## src/rtl/trcf_pkg.sv

```systemverilog
// ---------------------------------------------------------------------------
// Threshold run cluster finder package
// Shared field widths, register indexes and the closed-run record type.
// ---------------------------------------------------------------------------
package trcf_pkg;

   localparam int ADC_W        = 12;
   localparam int TIME_W       = 24;
   localparam int ENERGY_W     = 16;
   localparam int ADC_SUM_W    = 22;
   localparam int WT_W         = 47;
   localparam int ENERGY_SUM_W = 26;
   localparam int PROD_W       = 36;
   localparam int MINB_W       = 11;

   localparam int REQ_DATA_W   = 56;
   localparam int RSP_DATA_W   = 72;
   localparam int CSR_IDX_W    = 1;
   localparam int CSR_DATA_W   = 12;

   localparam logic [CSR_IDX_W-1:0] CSR_ADC_THRESHOLD = 1'd0;
   localparam logic [CSR_IDX_W-1:0] CSR_MIN_BINS      = 1'd1;

   localparam logic [ADC_W-1:0]  THRESHOLD_RESET = 12'd10;
   localparam logic [MINB_W-1:0] MIN_BINS_RESET  = 11'd2;

   localparam int FIFO_DEPTH = 4;
   localparam int FIFO_PTR_W = 2;
   localparam int FIFO_CNT_W = 3;

   // Numerator of the rounded centroid is 2*|wt| + sum, one quotient bit per step.
   localparam int NUM_W      = 48;
   localparam int DIV_STEPS  = 48;
   localparam int DIV_CNT_W  = 6;

   localparam logic [TIME_W-1:0] TIME_MAX = 24'h7F_FFFF;
   localparam logic [TIME_W-1:0] TIME_MIN = 24'h80_0000;

   typedef struct packed {
      logic [ADC_SUM_W-1:0]    adc_sum;
      logic [WT_W-1:0]         wt_sum;
      logic [ENERGY_SUM_W-1:0] energy_sum;
   } run_rec_type;

endpackage

```

## src/rtl/trcf_front.sv

```systemverilog
// ---------------------------------------------------------------------------
// Run accumulator front end
// Registers each bin with its time-weighted product, then folds it into the
// open run and hands closed runs that are long enough to the cluster queue.
// ---------------------------------------------------------------------------
module trcf_front #(
   parameter int MAX_RUN_BINS = 1024
) (
   input  logic                              clock,
   input  logic                              reset,
   input  logic                              csr_valid,
   input  logic [trcf_pkg::CSR_IDX_W-1:0]    csr_index,
   input  logic [trcf_pkg::CSR_DATA_W-1:0]   csr_data,
   input  logic                              req_valid,
   output logic                              req_ready,
   input  logic [trcf_pkg::ADC_W-1:0]        req_adc,
   input  logic signed [trcf_pkg::TIME_W-1:0] req_time,
   input  logic [trcf_pkg::ENERGY_W-1:0]     req_energy,
   input  logic                              req_last,
   input  logic                              fifo_full,
   output logic                              push,
   output trcf_pkg::run_rec_type             push_rec
);
   import trcf_pkg::*;

   localparam int RL_W  = $clog2(MAX_RUN_BINS + 1);
   localparam int CMP_W = (RL_W > MINB_W) ? RL_W : MINB_W;
   localparam logic [RL_W-1:0] RL_MAX = RL_W'(MAX_RUN_BINS);

   logic [ADC_W-1:0]  threshold_ff;
   logic [MINB_W-1:0] min_bins_ff;

   logic                     s1_valid_ff, s1_valid_in;
   logic                     s1_hit_ff, s1_last_ff;
   logic [ADC_W-1:0]         s1_adc_ff;
   logic [ENERGY_W-1:0]      s1_energy_ff;
   logic signed [PROD_W-1:0] s1_prod_ff;
   logic signed [PROD_W:0]   prod_full;

   logic                    run_open_ff;
   logic [RL_W-1:0]         run_len_ff, len_after;
   logic [ADC_SUM_W-1:0]    adc_acc_ff, adc_after;
   logic [WT_W-1:0]         wt_acc_ff, wt_after;
   logic [ENERGY_SUM_W-1:0] energy_acc_ff, energy_after;

   logic [ADC_SUM_W:0]      adc_add;
   logic [ENERGY_SUM_W:0]   energy_add;
   logic signed [WT_W:0]    wt_add;
   logic [WT_W-1:0]         wt_sat;

   logic req_accept, close, emit, s1_adv;

   always_ff @(posedge clock) begin
      if (reset) begin
         threshold_ff <= THRESHOLD_RESET;
         min_bins_ff  <= MIN_BINS_RESET;
      end else if (csr_valid) begin
         unique case (csr_index)
            CSR_ADC_THRESHOLD: threshold_ff <= csr_data;
            CSR_MIN_BINS:      min_bins_ff  <= csr_data[MINB_W-1:0];
            default: ;
         endcase
      end
   end

   assign req_ready  = !s1_valid_ff || s1_adv;
   assign req_accept = req_valid && req_ready;
   assign prod_full  = req_time * $signed({1'b0, req_adc});

   always_comb begin
      s1_valid_in = s1_valid_ff;
      if (req_accept) begin
         s1_valid_in = 1'b1;
      end else if (s1_adv) begin
         s1_valid_in = 1'b0;
      end
   end

   always_ff @(posedge clock) begin
      if (reset) begin
         s1_valid_ff <= 1'b0;
      end else begin
         s1_valid_ff <= s1_valid_in;
      end
   end

   always_ff @(posedge clock) begin
      if (req_accept) begin
         s1_hit_ff    <= (req_adc >= threshold_ff);
         s1_last_ff   <= req_last;
         s1_adc_ff    <= req_adc;
         s1_energy_ff <= req_energy;
         s1_prod_ff   <= prod_full[PROD_W-1:0];
      end
   end

   // Saturating sums of the run including the registered bin.
   always_comb begin
      adc_add    = {1'b0, adc_acc_ff} + (ADC_SUM_W + 1)'(s1_adc_ff);
      energy_add = {1'b0, energy_acc_ff} + (ENERGY_SUM_W + 1)'(s1_energy_ff);
      wt_add     = $signed({wt_acc_ff[WT_W-1], wt_acc_ff}) + (WT_W + 1)'(s1_prod_ff);
      if (wt_add[WT_W] != wt_add[WT_W-1]) begin
         wt_sat = wt_add[WT_W] ? {1'b1, {(WT_W-1){1'b0}}} : {1'b0, {(WT_W-1){1'b1}}};
      end else begin
         wt_sat = wt_add[WT_W-1:0];
      end
      if (s1_hit_ff) begin
         len_after    = (run_len_ff < RL_MAX) ? run_len_ff + 1'b1 : run_len_ff;
         adc_after    = adc_add[ADC_SUM_W] ? '1 : adc_add[ADC_SUM_W-1:0];
         energy_after = energy_add[ENERGY_SUM_W] ? '1 : energy_add[ENERGY_SUM_W-1:0];
         wt_after     = wt_sat;
      end else begin
         len_after    = run_len_ff;
         adc_after    = adc_acc_ff;
         energy_after = energy_acc_ff;
         wt_after     = wt_acc_ff;
      end
   end

   // A hit closes the run only on the last bin; a miss closes any open run.
   assign close  = s1_hit_ff ? s1_last_ff : run_open_ff;
   assign emit   = close && (CMP_W'(len_after) >= CMP_W'(min_bins_ff));
   assign s1_adv = s1_valid_ff && !(emit && fifo_full);
   assign push   = s1_adv && emit;

   assign push_rec.adc_sum    = adc_after;
   assign push_rec.wt_sum     = wt_after;
   assign push_rec.energy_sum = energy_after;

   always_ff @(posedge clock) begin
      if (reset) begin
         run_open_ff   <= 1'b0;
         run_len_ff    <= '0;
         adc_acc_ff    <= '0;
         wt_acc_ff     <= '0;
         energy_acc_ff <= '0;
      end else if (s1_adv) begin
         if (close) begin
            run_open_ff   <= 1'b0;
            run_len_ff    <= '0;
            adc_acc_ff    <= '0;
            wt_acc_ff     <= '0;
            energy_acc_ff <= '0;
         end else if (s1_hit_ff) begin
            run_open_ff   <= 1'b1;
            run_len_ff    <= len_after;
            adc_acc_ff    <= adc_after;
            wt_acc_ff     <= wt_after;
            energy_acc_ff <= energy_after;
         end
      end
   end

`ifndef NO_ASSERTIONS
   a_push_not_full: assert property (@(posedge clock) disable iff (reset)
      push |-> !fifo_full)
      else $error("cluster pushed into a full queue");

   a_len_bound: assert property (@(posedge clock) disable iff (reset)
      run_len_ff <= RL_MAX)
      else $error("run length above its saturation point");

   a_close_clears: assert property (@(posedge clock) disable iff (reset)
      (s1_adv && close) |=> (!run_open_ff && adc_acc_ff == '0 && run_len_ff == '0))
      else $error("run state not cleared after close");
`endif

endmodule

```

## src/rtl/trcf_fifo.sv

```systemverilog
// ---------------------------------------------------------------------------
// Cluster queue
// Short register queue of closed runs between the accumulator and divider.
// ---------------------------------------------------------------------------
module trcf_fifo (
   input  logic                  clock,
   input  logic                  reset,
   input  logic                  push,
   input  trcf_pkg::run_rec_type push_rec,
   output logic                  full,
   input  logic                  pop,
   output logic                  valid,
   output trcf_pkg::run_rec_type rd_rec
);
   import trcf_pkg::*;

   run_rec_type               mem_ff [FIFO_DEPTH];
   logic [FIFO_PTR_W-1:0]     wr_ptr_ff, rd_ptr_ff;
   logic [FIFO_CNT_W-1:0]     count_ff, count_in;

   assign full   = (count_ff == FIFO_CNT_W'(FIFO_DEPTH));
   assign valid  = (count_ff != '0);
   assign rd_rec = mem_ff[rd_ptr_ff];

   always_comb begin
      count_in = count_ff;
      if (push && !pop) begin
         count_in = count_ff + 1'b1;
      end else if (pop && !push) begin
         count_in = count_ff - 1'b1;
      end
   end

   always_ff @(posedge clock) begin
      if (reset) begin
         wr_ptr_ff <= '0;
         rd_ptr_ff <= '0;
         count_ff  <= '0;
      end else begin
         count_ff <= count_in;
         if (push) begin
            wr_ptr_ff <= wr_ptr_ff + 1'b1;
         end
         if (pop) begin
            rd_ptr_ff <= rd_ptr_ff + 1'b1;
         end
      end
   end

   always_ff @(posedge clock) begin
      if (push) begin
         mem_ff[wr_ptr_ff] <= push_rec;
      end
   end

endmodule

```

## src/rtl/trcf_back.sv

```systemverilog
// ---------------------------------------------------------------------------
// Centroid back end
// Takes one closed run at a time, divides the weighted time by the ADC sum
// with round-half-away rounding, clamps it and presents the cluster item.
// ---------------------------------------------------------------------------
module trcf_back (
   input  logic                                  clock,
   input  logic                                  reset,
   input  logic                                  fifo_valid,
   input  trcf_pkg::run_rec_type                 fifo_rec,
   output logic                                  fifo_pop,
   output logic                                  rsp_valid,
   input  logic                                  rsp_ready,
   output logic [trcf_pkg::ADC_SUM_W-1:0]        rsp_adc_sum,
   output logic [trcf_pkg::TIME_W-1:0]           rsp_mean_time,
   output logic [trcf_pkg::ENERGY_SUM_W-1:0]     rsp_energy_sum
);
   import trcf_pkg::*;

   localparam logic [1:0] ST_IDLE = 2'd0;
   localparam logic [1:0] ST_PREP = 2'd1;
   localparam logic [1:0] ST_DIV  = 2'd2;
   localparam logic [1:0] ST_DONE = 2'd3;

   logic [1:0]              state_ff, state_in;
   logic [WT_W-1:0]         mag_ff;
   logic [ADC_SUM_W-1:0]    sum_ff;
   logic                    neg_ff;
   logic [ENERGY_SUM_W-1:0] energy_ff;
   logic [NUM_W-1:0]        num_ff;
   logic [ADC_SUM_W:0]      rem_ff;
   logic [DIV_CNT_W-1:0]    cnt_ff;

   logic                    rsp_valid_ff;
   logic [ADC_SUM_W-1:0]    rsp_adc_ff;
   logic [TIME_W-1:0]       rsp_time_ff;
   logic [ENERGY_SUM_W-1:0] rsp_energy_ff;

   logic [ADC_SUM_W:0]      divisor;
   logic [ADC_SUM_W+1:0]    rem_sh;
   logic [ADC_SUM_W+2:0]    diff;
   logic                    q_bit;
   logic                    q_big, over;
   logic [TIME_W-1:0]       time_res;
   logic                    rsp_load;

   assign divisor = {sum_ff, 1'b0};
   assign rem_sh  = {rem_ff, num_ff[NUM_W-1]};
   assign diff    = {1'b0, rem_sh} - {2'b00, divisor};
   assign q_bit   = !diff[ADC_SUM_W+2];

   assign fifo_pop = (state_ff == ST_IDLE) && fifo_valid;
   assign rsp_load = (state_ff == ST_DONE) && (!rsp_valid_ff || rsp_ready);

   // Clamp the quotient magnitude to the signed time range.
   always_comb begin
      q_big = |num_ff[NUM_W-1:TIME_W];
      if (neg_ff) begin
         over     = q_big || (num_ff[TIME_W-1] && (|num_ff[TIME_W-2:0]));
         time_res = over ? TIME_MIN : (~num_ff[TIME_W-1:0] + 1'b1);
      end else begin
         over     = q_big || num_ff[TIME_W-1];
         time_res = over ? TIME_MAX : num_ff[TIME_W-1:0];
      end
   end

   always_comb begin
      state_in = state_ff;
      unique case (state_ff)
         ST_IDLE: if (fifo_valid) state_in = ST_PREP;
         ST_PREP: state_in = (sum_ff == '0) ? ST_DONE : ST_DIV;
         ST_DIV:  if (cnt_ff == DIV_CNT_W'(DIV_STEPS - 1)) state_in = ST_DONE;
         ST_DONE: if (rsp_load) state_in = ST_IDLE;
         default: state_in = ST_IDLE;
      endcase
   end

   always_ff @(posedge clock) begin
      if (reset) begin
         state_ff <= ST_IDLE;
      end else begin
         state_ff <= state_in;
      end
   end

   always_ff @(posedge clock) begin
      case (state_ff)
         ST_IDLE: begin
            if (fifo_valid) begin
               neg_ff    <= fifo_rec.wt_sum[WT_W-1];
               mag_ff    <= fifo_rec.wt_sum[WT_W-1] ? (~fifo_rec.wt_sum + 1'b1)
                                                    : fifo_rec.wt_sum;
               sum_ff    <= fifo_rec.adc_sum;
               energy_ff <= fifo_rec.energy_sum;
            end
         end
         ST_PREP: begin
            // A zero sum leaves a zero quotient, which reports time zero.
            num_ff <= (sum_ff == '0) ? '0 : ({mag_ff, 1'b0} + NUM_W'(sum_ff));
            rem_ff <= '0;
            cnt_ff <= '0;
         end
         ST_DIV: begin
            rem_ff <= q_bit ? diff[ADC_SUM_W:0] : rem_sh[ADC_SUM_W:0];
            num_ff <= {num_ff[NUM_W-2:0], q_bit};
            cnt_ff <= cnt_ff + 1'b1;
         end
         default: ;
      endcase
   end

   always_ff @(posedge clock) begin
      if (reset) begin
         rsp_valid_ff <= 1'b0;
      end else if (rsp_load) begin
         rsp_valid_ff <= 1'b1;
      end else if (rsp_ready) begin
         rsp_valid_ff <= 1'b0;
      end
   end

   always_ff @(posedge clock) begin
      if (rsp_load) begin
         rsp_adc_ff    <= sum_ff;
         rsp_time_ff   <= time_res;
         rsp_energy_ff <= energy_ff;
      end
   end

   assign rsp_valid      = rsp_valid_ff;
   assign rsp_adc_sum    = rsp_adc_ff;
   assign rsp_mean_time  = rsp_time_ff;
   assign rsp_energy_sum = rsp_energy_ff;

`ifndef NO_ASSERTIONS
   a_rem_bound: assert property (@(posedge clock) disable iff (reset)
      (state_ff == ST_DIV) |-> (rem_ff < divisor))
      else $error("divider remainder not below divisor");

   a_cnt_bound: assert property (@(posedge clock) disable iff (reset)
      (state_ff == ST_DIV) |-> (cnt_ff < DIV_CNT_W'(DIV_STEPS)))
      else $error("divider ran past its step count");

   a_pop_prep: assert property (@(posedge clock) disable iff (reset)
      fifo_pop |=> (state_ff == ST_PREP))
      else $error("popped run not taken into preparation");
`endif

endmodule

```

## src/rtl/threshold_run_cluster_finder.sv

```systemverilog
// ---------------------------------------------------------------------------
// Threshold run cluster finder
// Finds runs of bins at or above an ADC threshold and reports each long
// enough run as a cluster with ADC sum, ADC-weighted mean time and energy.
// ---------------------------------------------------------------------------
// Throughput: one bin per cycle; a bin is held back only when it closes an
// emitted run while the four-entry cluster queue is full.
// Path: a closing bin passes the bin register and the cluster queue, then the
// back end's prep, divide and done states; it takes one cluster at a time.
// Reset: synchronous; clears the open run, the queue and the output, and sets
// adc_threshold to 10 and min_bins to 2.
module threshold_run_cluster_finder #(
   parameter int MAX_RUN_BINS = 1024
) (
   input  logic                                clock,
   input  logic                                reset,
   input  logic                                req_tvalid,
   output logic                                req_tready,
   // adc_value[11:0], bin_time[35:12], bin_energy[51:36], zero pad[55:52]
   input  logic [trcf_pkg::REQ_DATA_W-1:0]     req_tdata,
   input  logic                                req_tlast,
   output logic                                rsp_tvalid,
   input  logic                                rsp_tready,
   // adc_sum[21:0], mean_time[45:22], energy_sum[71:46]
   output logic [trcf_pkg::RSP_DATA_W-1:0]     rsp_tdata,
   input  logic                                csr_valid,
   output logic                                csr_ready,
   input  logic [trcf_pkg::CSR_IDX_W-1:0]      csr_index,
   input  logic [trcf_pkg::CSR_DATA_W-1:0]     csr_data
);
   import trcf_pkg::*;

   logic                    fifo_full, fifo_valid, push, pop;
   run_rec_type             push_rec, rd_rec;
   logic [ADC_SUM_W-1:0]    rsp_adc_sum;
   logic [TIME_W-1:0]       rsp_mean_time;
   logic [ENERGY_SUM_W-1:0] rsp_energy_sum;

   assign csr_ready = 1'b1;

   trcf_front #(
      .MAX_RUN_BINS(MAX_RUN_BINS)
   ) u_front (
      .clock      (clock),
      .reset      (reset),
      .csr_valid  (csr_valid),
      .csr_index  (csr_index),
      .csr_data   (csr_data),
      .req_valid  (req_tvalid),
      .req_ready  (req_tready),
      .req_adc    (req_tdata[ADC_W-1:0]),
      .req_time   ($signed(req_tdata[ADC_W+TIME_W-1:ADC_W])),
      .req_energy (req_tdata[ADC_W+TIME_W+ENERGY_W-1:ADC_W+TIME_W]),
      .req_last   (req_tlast),
      .fifo_full  (fifo_full),
      .push       (push),
      .push_rec   (push_rec)
   );

   trcf_fifo u_fifo (
      .clock    (clock),
      .reset    (reset),
      .push     (push),
      .push_rec (push_rec),
      .full     (fifo_full),
      .pop      (pop),
      .valid    (fifo_valid),
      .rd_rec   (rd_rec)
   );

   trcf_back u_back (
      .clock          (clock),
      .reset          (reset),
      .fifo_valid     (fifo_valid),
      .fifo_rec       (rd_rec),
      .fifo_pop       (pop),
      .rsp_valid      (rsp_tvalid),
      .rsp_ready      (rsp_tready),
      .rsp_adc_sum    (rsp_adc_sum),
      .rsp_mean_time  (rsp_mean_time),
      .rsp_energy_sum (rsp_energy_sum)
   );

   assign rsp_tdata = {rsp_energy_sum, rsp_mean_time, rsp_adc_sum};

endmodule
```

## config.mk

```make
export PLATFORM = sky130hd
export DESIGN_NAME = threshold_run_cluster_finder
export DESIGN_NICKNAME = d
export VERILOG_FILES = /design/src/rtl/trcf_pkg.sv /design/src/rtl/trcf_front.sv /design/src/rtl/trcf_fifo.sv /design/src/rtl/trcf_back.sv /design/src/rtl/threshold_run_cluster_finder.sv
export SDC_FILE = /design/constraint.sdc
export NUM_CORES = 2
export LEC_CHECK = 0
export ABC_AREA = 0
export BUFFER_PORTS_ARGS = -buffer_cell sky130_fd_sc_hd__buf_2
export CORE_UTILIZATION = 64
export CTS_CLUSTER_DIAMETER = 120
export DETAILED_ROUTE_END_ITERATION = 16
export PLACE_DENSITY_LB_ADDON = 0.08
export SETUP_SLACK_MARGIN = 0.4
export SYNTH_ARGS = -nofsm -noshare
export SYNTH_HDL_FRONTEND = slang
export SYNTH_SLANG_ARGS = --single-unit
```

## constraint.sdc

```tcl
create_clock -name clock -period 9.7 [get_ports clock]
set_clock_uncertainty 0.15 [all_clocks]
set_input_delay 1.94 -clock clock [delete_from_list [all_inputs] [get_ports clock]]
set_output_delay 1.94 -clock clock [all_outputs]
set_load 0.02 [all_outputs]
```

# Word level (Yosys, flattened, before mapping)
# Memories as Yosys holds them, arrays and structs flattened. A register that Yosys moved wholly into a read port is not among the register bits.
# Index checks and enable logic that the tools add are counted.
[totals]
ff_bits = 452
ramBits = 380
input_bits = 75
output_inout_bits = 75
wordCells = 138
mem_count = 1
[memory_table]
columns = ["memory", "depth", "word_bits", "rd", "rd_ports_with_merged_regs", "wr", "line", "source"]
rows = [
  ["u_fifo.mem_ff", 4, 95, 1, 1, 1, "trcf_fifo.sv:17", "run_rec_type mem_ff [FIFO_DEPTH];"],
]
[op_classes]
n_addsub = 13
n_mul = 1
n_lt_le_gt_ge = 3
eq_ne = 9
muxes = 44
bitwise_logic = 3
n_reduce_logical = 35
[ops]
columns = ["cell", "count"]
rows = [
  ["2-to-1 mux 47 bit", 5],
  ["2-to-1 mux 26 bit", 4],
  ["case mux 48 bit (2 select lines)", 1],
  ["2-to-1 mux 22 bit", 4],
  ["2-to-1 mux 24 bit", 3],
  ["adder 47 x 36 -> 48 bit", 1],
  ["adder 48 x 22 -> 48 bit", 1],
  ["2-to-1 mux 48 bit", 1],
  ["adder 47 x 1 -> 47 bit (second input constant)", 1],
  ["inverter 47 bit", 1],
  ["2-to-1 mux 46 bit", 1],
  ["case mux 23 bit (2 select lines)", 1],
  ["2-to-1 mux 11 bit", 4],
  ["multiplier 24 x 13 -> 36 bit", 1],
  ["adder 26 x 16 -> 27 bit", 1],
  ["subtractor 24 x 23 -> 25 bit", 1],
  ["adder 24 x 1 -> 24 bit (second input constant)", 1],
  ["inverter 24 bit", 1],
  ["OR reduction 24 bit", 1],
  ["adder 22 x 12 -> 23 bit", 1],
  ["2-to-1 mux 23 bit", 1],
  ["OR reduction 23 bit", 1],
  ["logical NOT 22 bit", 1],
  ["greater-or-equal comparator 12 bit", 1],
  ["other kinds (27)", 69],
]

# Depth between registers and ports, before layout
[logic_depth]
ltp_word = 13
ltp_mapped = 24

# Modules after synthesis
# A second synthesis with hierarchy kept.
[unflattened]
hier_cells = 4388
area_unflattened_um2 = 50327.0
[by_module_without_submodules]
columns = ["mod", "n_inst", "cells_per_inst", "area_per_inst_um2"]
rows = [
  ["trcf_front", 1, 2723, 23132.2],
  ["trcf_fifo", 1, 541, 14182.4],
  ["trcf_back", 1, 1122, 13001.2],
  ["threshold_run_cluster_finder", 1, 2, 11.3],
]

# Least setup slack after synthesis
# No wires, ideal clock.
[synth_path]
path_kind = "input to register"
startpoint = "input port req_tdata[20] in the netlist's numbering"
endpoint = "register u_front.s1_prod_ff[34], data pin"
setup_ns = 0.258
arrival_time_ns = 7.566
t_required_ns = 9.292
slack_ns = 1.726
cell_stages = 21
cell_sequence = "clkbuf_1 and2_1 fa_1 inv_1 fa_1 inv_1 fa_1 fa_1 inv_1 fa_1 inv_1 ha_1 a211o_1 o32a_1 a211oi_1 o21ai_1 a2111oi_0 o211ai_1 a31o_1 a21oi_1 xnor2_1"
[synth_via]
elab_chain_len = 1
[synth_lines]
columns = ["item", "line", "source"]
rows = [
  ["start, declared", "threshold_run_cluster_finder.sv:20", "input logic [trcf_pkg::REQ_DATA_W-1:0] req_tdata,"],
  ["multiplier 24 x 13 -> 36 bit", "trcf_front.sv:68", "assign prod_full = req_time * $signed({1'b0, req_adc});"],
  ["named net u_front.prod_full[34]", "trcf_front.sv:38", "logic signed [PROD_W:0] prod_full;"],
  ["end signal, assigned", "trcf_front.sv:93", "s1_prod_ff <= prod_full[PROD_W-1:0];"],
  ["end, declared", "trcf_front.sv:37", "logic signed [PROD_W-1:0] s1_prod_ff;"],
]
# The timed path passes the listed nets, and every way through them passes these cells.
# A chain may end at the register's enable or synchronous reset.

# Final worst setup path
[layout_path]
startpoint = "input port req_tdata[3] in the netlist's numbering"
endpoint = "register u_front.s1_prod_ff[34], data pin"
# The elaborated chain is that of the path after synthesis.

==> results.yml <==
global_route:
  grt_pass1_vias: 31600
  antenna_found_initial: 0
  grt_max_degree: 109
  grt_pass1_wl_um: 171000
  global_route.overflow_total: 0
  track_usage_pct: 27.7
cells_and_area:
  diodes: 0
  fin_nets: 4925
  drive_gt1_share_pct: 10.3
  syn_to_final_growth_pct: 9.24
  multi_input_area_um2: 23700
  ff_latch_area_um2: 23600
  fillers: 5488
  final_cell_mix: "edfxtp_1, inv_1, nand2_1"
  final_common_cell: "edfxtp_1"
yosys:
  synthAdderAreaFrac_pct: 16.5
  synth_area_leaders: "edfxtp_1, fa_1, ha_1"
  synth-compound-area-share_pct: 11.3
  synthCells: 4277
  synthesis.nets: 4848
  synth_edf_count: 691
  synth_top_family_by_area: "adder cells"
  ys_types: 93
  synth-main-ff-cell: "edfxtp_1"
  synth_top_area_cell: "edfxtp_1"
  syn_area_um2: 49700
  ys_seq_elements: 834
  synth.top_cell.area_share_pct: 41.8
  syn_area_per_cell_um2: 11.6
  ys_warn_count: 0
  synth_xor_area_share_pct: 3.97
  synth-async-reset-ratio_pct: 0
  yosysSeqAreaShare_pct: 47.5
  synth.area.mux_share_pct: 5.13
  synth-simple-area-share_pct: 10.6
timing:
  relSlewSlack_pct: 25.5
  final_hold_viol_count: 0
  period_minus_slack_ns: 8.13
  post-route-period-util_pct: 83.8
  report.final.slew_viol_count: 0
  max_freq_ghz: 0.123
  rsz0062_at_grt: "no"
  setup_tns_ns: 0
  setup_viol: 0
  worst_slew_pin_slew_ns: 1.11
floorplanning:
  core_area_um2: 76300
  die_h_um: 281
  ios: 150
  rows: 101
  die-area_um2: 78700
  start_util_pct: 65.1
  fp.dieW_um: 281
clock_network:
  hold_buffers: 0
  numCtsBuffers: 86
  cts_resized: 0
  clock-sinks: 834
  cts_root_buf: "clkbuf_16"
  clockBufferDepth: 3
  cts_setup_buffers: 0
  htree_levels: 3
  clkLatencyLatePin_ns: 0.65
  path_clk_slew_ns: 0.06
  cts_tree: "yes"
worst_hold_path:
  hp-start: "u_back.energy_ff[13]"
  hold_class: "flop to flop"
  whs_path_depth: 0
  hold_end: "u_back.rsp_energy_sum[13]"
route:
  first_pass_iters: 5
  drc: 0
  drt_wl_total_um: 107000
  drt_first_iter_violations: 2632
  num_vias: 32400
  routedWlPerCell_um: 19.6
  vias_per_cell: 5.93
  ant_nets: 0
critical_path:
  path_cells: "buf_2, and2_1, fa_1, inv_1, fa_1, inv_1, fa_1, fa_1, inv_1, fa_1, inv_1, ha_1, a211o_1, o32a_1, a211oi_1, o21ai_1, a2111oi_0, o211ai_1, a31o_1, a21oi_1, xnor2_1"
  cpMostUsedCell: "fa_1"
  ff2ff_setup_slack_ns: 3.94
  reg2reg_depth: 15
  worstSetupPathType: "primary input to flop"
  cp-start-kind: "primary input"
  r2r_start: "u_front.s1_hit_ff"
  crit_buf_inv: 5
  required_ns: 9.94
  cp_slowest_stage_delay_ns: 0.63
  critical-path-slowest-cell: "a2111oi_0"
  endpoint_kind: "flop"
  r2r-end: "u_fifo.mem_ff[2][77]"
  cp.arrival_ns: 8.36
  cp_max_fo: 26
  cp_top_family: "adder cells"
placement:
  hpwl_um: 74900
  gp_congestion: 0.906
  portBuffers: 144
pwr:
  power_density_nw_per_um2: 314
  peakVddDrop_uv: 215
  total_power_uw: 17000
  p_leak_uw: 0.0217
outcome:
  status: "finished, final reports clean"
run:
  maxCapViolCount: 0
[power by group]
group          total [uW]  internal, uW  switching (uW)
combinational        7920          3360            4560
clock                3480          2050            1430
sequential           5610          5090             521
total               17000         10500            6510
[worst max path at each step]
stage / start / to / cells past startpoint
after global placement: req_tdata[3] / u_front.s1_prod_ff[34] / 21
after CTS: req_tdata[3] / u_front.s1_prod_ff[34] / 21
after floorplan: req_tdata[20] / u_front.s1_prod_ff[34] / 21
after detailed placement: req_tdata[3] / u_front.s1_prod_ff[34] / 21
after global routing: req_tdata[3] / u_front.s1_prod_ff[34] / 21
final: req_tdata[3] / u_front.s1_prod_ff[34] / 21
[flip-flops by register name, summed over array words and instances, names as in the netlist, 2 cells and up, named ones only]
signal,flops
u_fifo.mem_ff,380
u_fifo.wr_ptr_ff,2
u_front.min_bins_ff,11
u_fifo.rd_ptr_ff,2
u_back.rem_ff,23
u_front.energy_acc_ff,26
u_front.s1_adc_ff,12
u_front.s1_prod_ff,36
u_back.num_ff,48
u_back.rsp_adc_sum,22
u_back.rsp_mean_time,24
u_front.wt_acc_ff,47
u_back.rsp_energy_sum,26
u_front.threshold_ff,12
u_front.run_len_ff,11
u_front.s1_energy_ff,16
u_back.energy_ff,26
u_front.adc_acc_ff,22
u_fifo.count_ff,3
u_back.sum_ff,22
u_back.cnt_ff,6
u_back.state_ff,2
u_back.mag_ff,47
[layer usage]
| layer | track usage (%) | up-vias | wire (um) |
|---|---|---|---|
| met1 | 38.9 | 16000 | 46600 |
| met4 | 9.09 | 0 | 2960 |
| li1 | - | 15300 | - |
| met5 | 0 | - | 0 |
| met2 | 45.4 | 971 | 51000 |
| met3 | 2.84 | 161 | 6070 |
[through the flow]
| step | util (%) | hold WS (ns) | cells | cell area [um2] | worst slack [ns] |
|---|---|---|---|---|---|
| floorplan | - | 0.250 | 4277 | 49700 | 1.73 |
| global route | 71.1 | 0.276 | 5455 | 54300 | 1.27 |
| detailed placement | 67.1 | 0.255 | 5296 | 51200 | 0.908 |
| CTS | 71.1 | 0.271 | 5455 | 54300 | 1.58 |
| finish | 71.1 | 0.273 | 5455 | 54300 | 1.57 |
| global placement | 67.1 | 0.251 | 5296 | 51200 | 0.892 |
[cell families after synthesis]
| kind of cell | count (synthesis) |
|---|---|
| flip-flops | 834 |
| XOR/XNOR | 225 |
| adder cells (fa/ha/maj) | 500 |
| multiplexers | 135 |
| buffers and inverters | 638 |
| other | 1 |
| AND/OR/NAND/NOR | 1084 |
| AO/OA/AOI/OAI | 860 |
[worst reg2reg max path, delay by kind of cell (launching register included)]
| kind | cells | cell delay (ns) |
|---|---|---|
| buf+inv | 3 | 1.28 |
| flops | 1 | 0.49 |
| xor+xnor | 1 | 0.18 |
| fa+ha+maj | 1 | 0.30 |
| compound gates | 2 | 0.16 |
| simple gates | 8 | 2.80 |
[cell type report]
cell class / count / area share, %
Clock buffer: 104 / 4.13
Clock inverter: 55 / 1.43
Inverter: 455 / 3.15
Multi-Input combinational cell: 2805 / 43.6
Sequential cell: 834 / 43.5
Tap cell: 1030 / 2.37
Timing Repair Buffer: 172 / 1.74
[cells in the mapped netlist, drive strengths merged (37+ instances only)]
cell type	n
nand3	40
a21o	72
edfxtp	691
o21a	52
dfxtp	143
mux4	94
a22o	80
clkbuf	146
and2	170
o21ai	168
nor3	42
ha	235
a21oi	252
inv	454
xor2	109
nand2	404
nor2b	44
xnor2	116
fa	261
buf	37
nor2	221
Note: power is estimated with default switching activity, not from simulation.
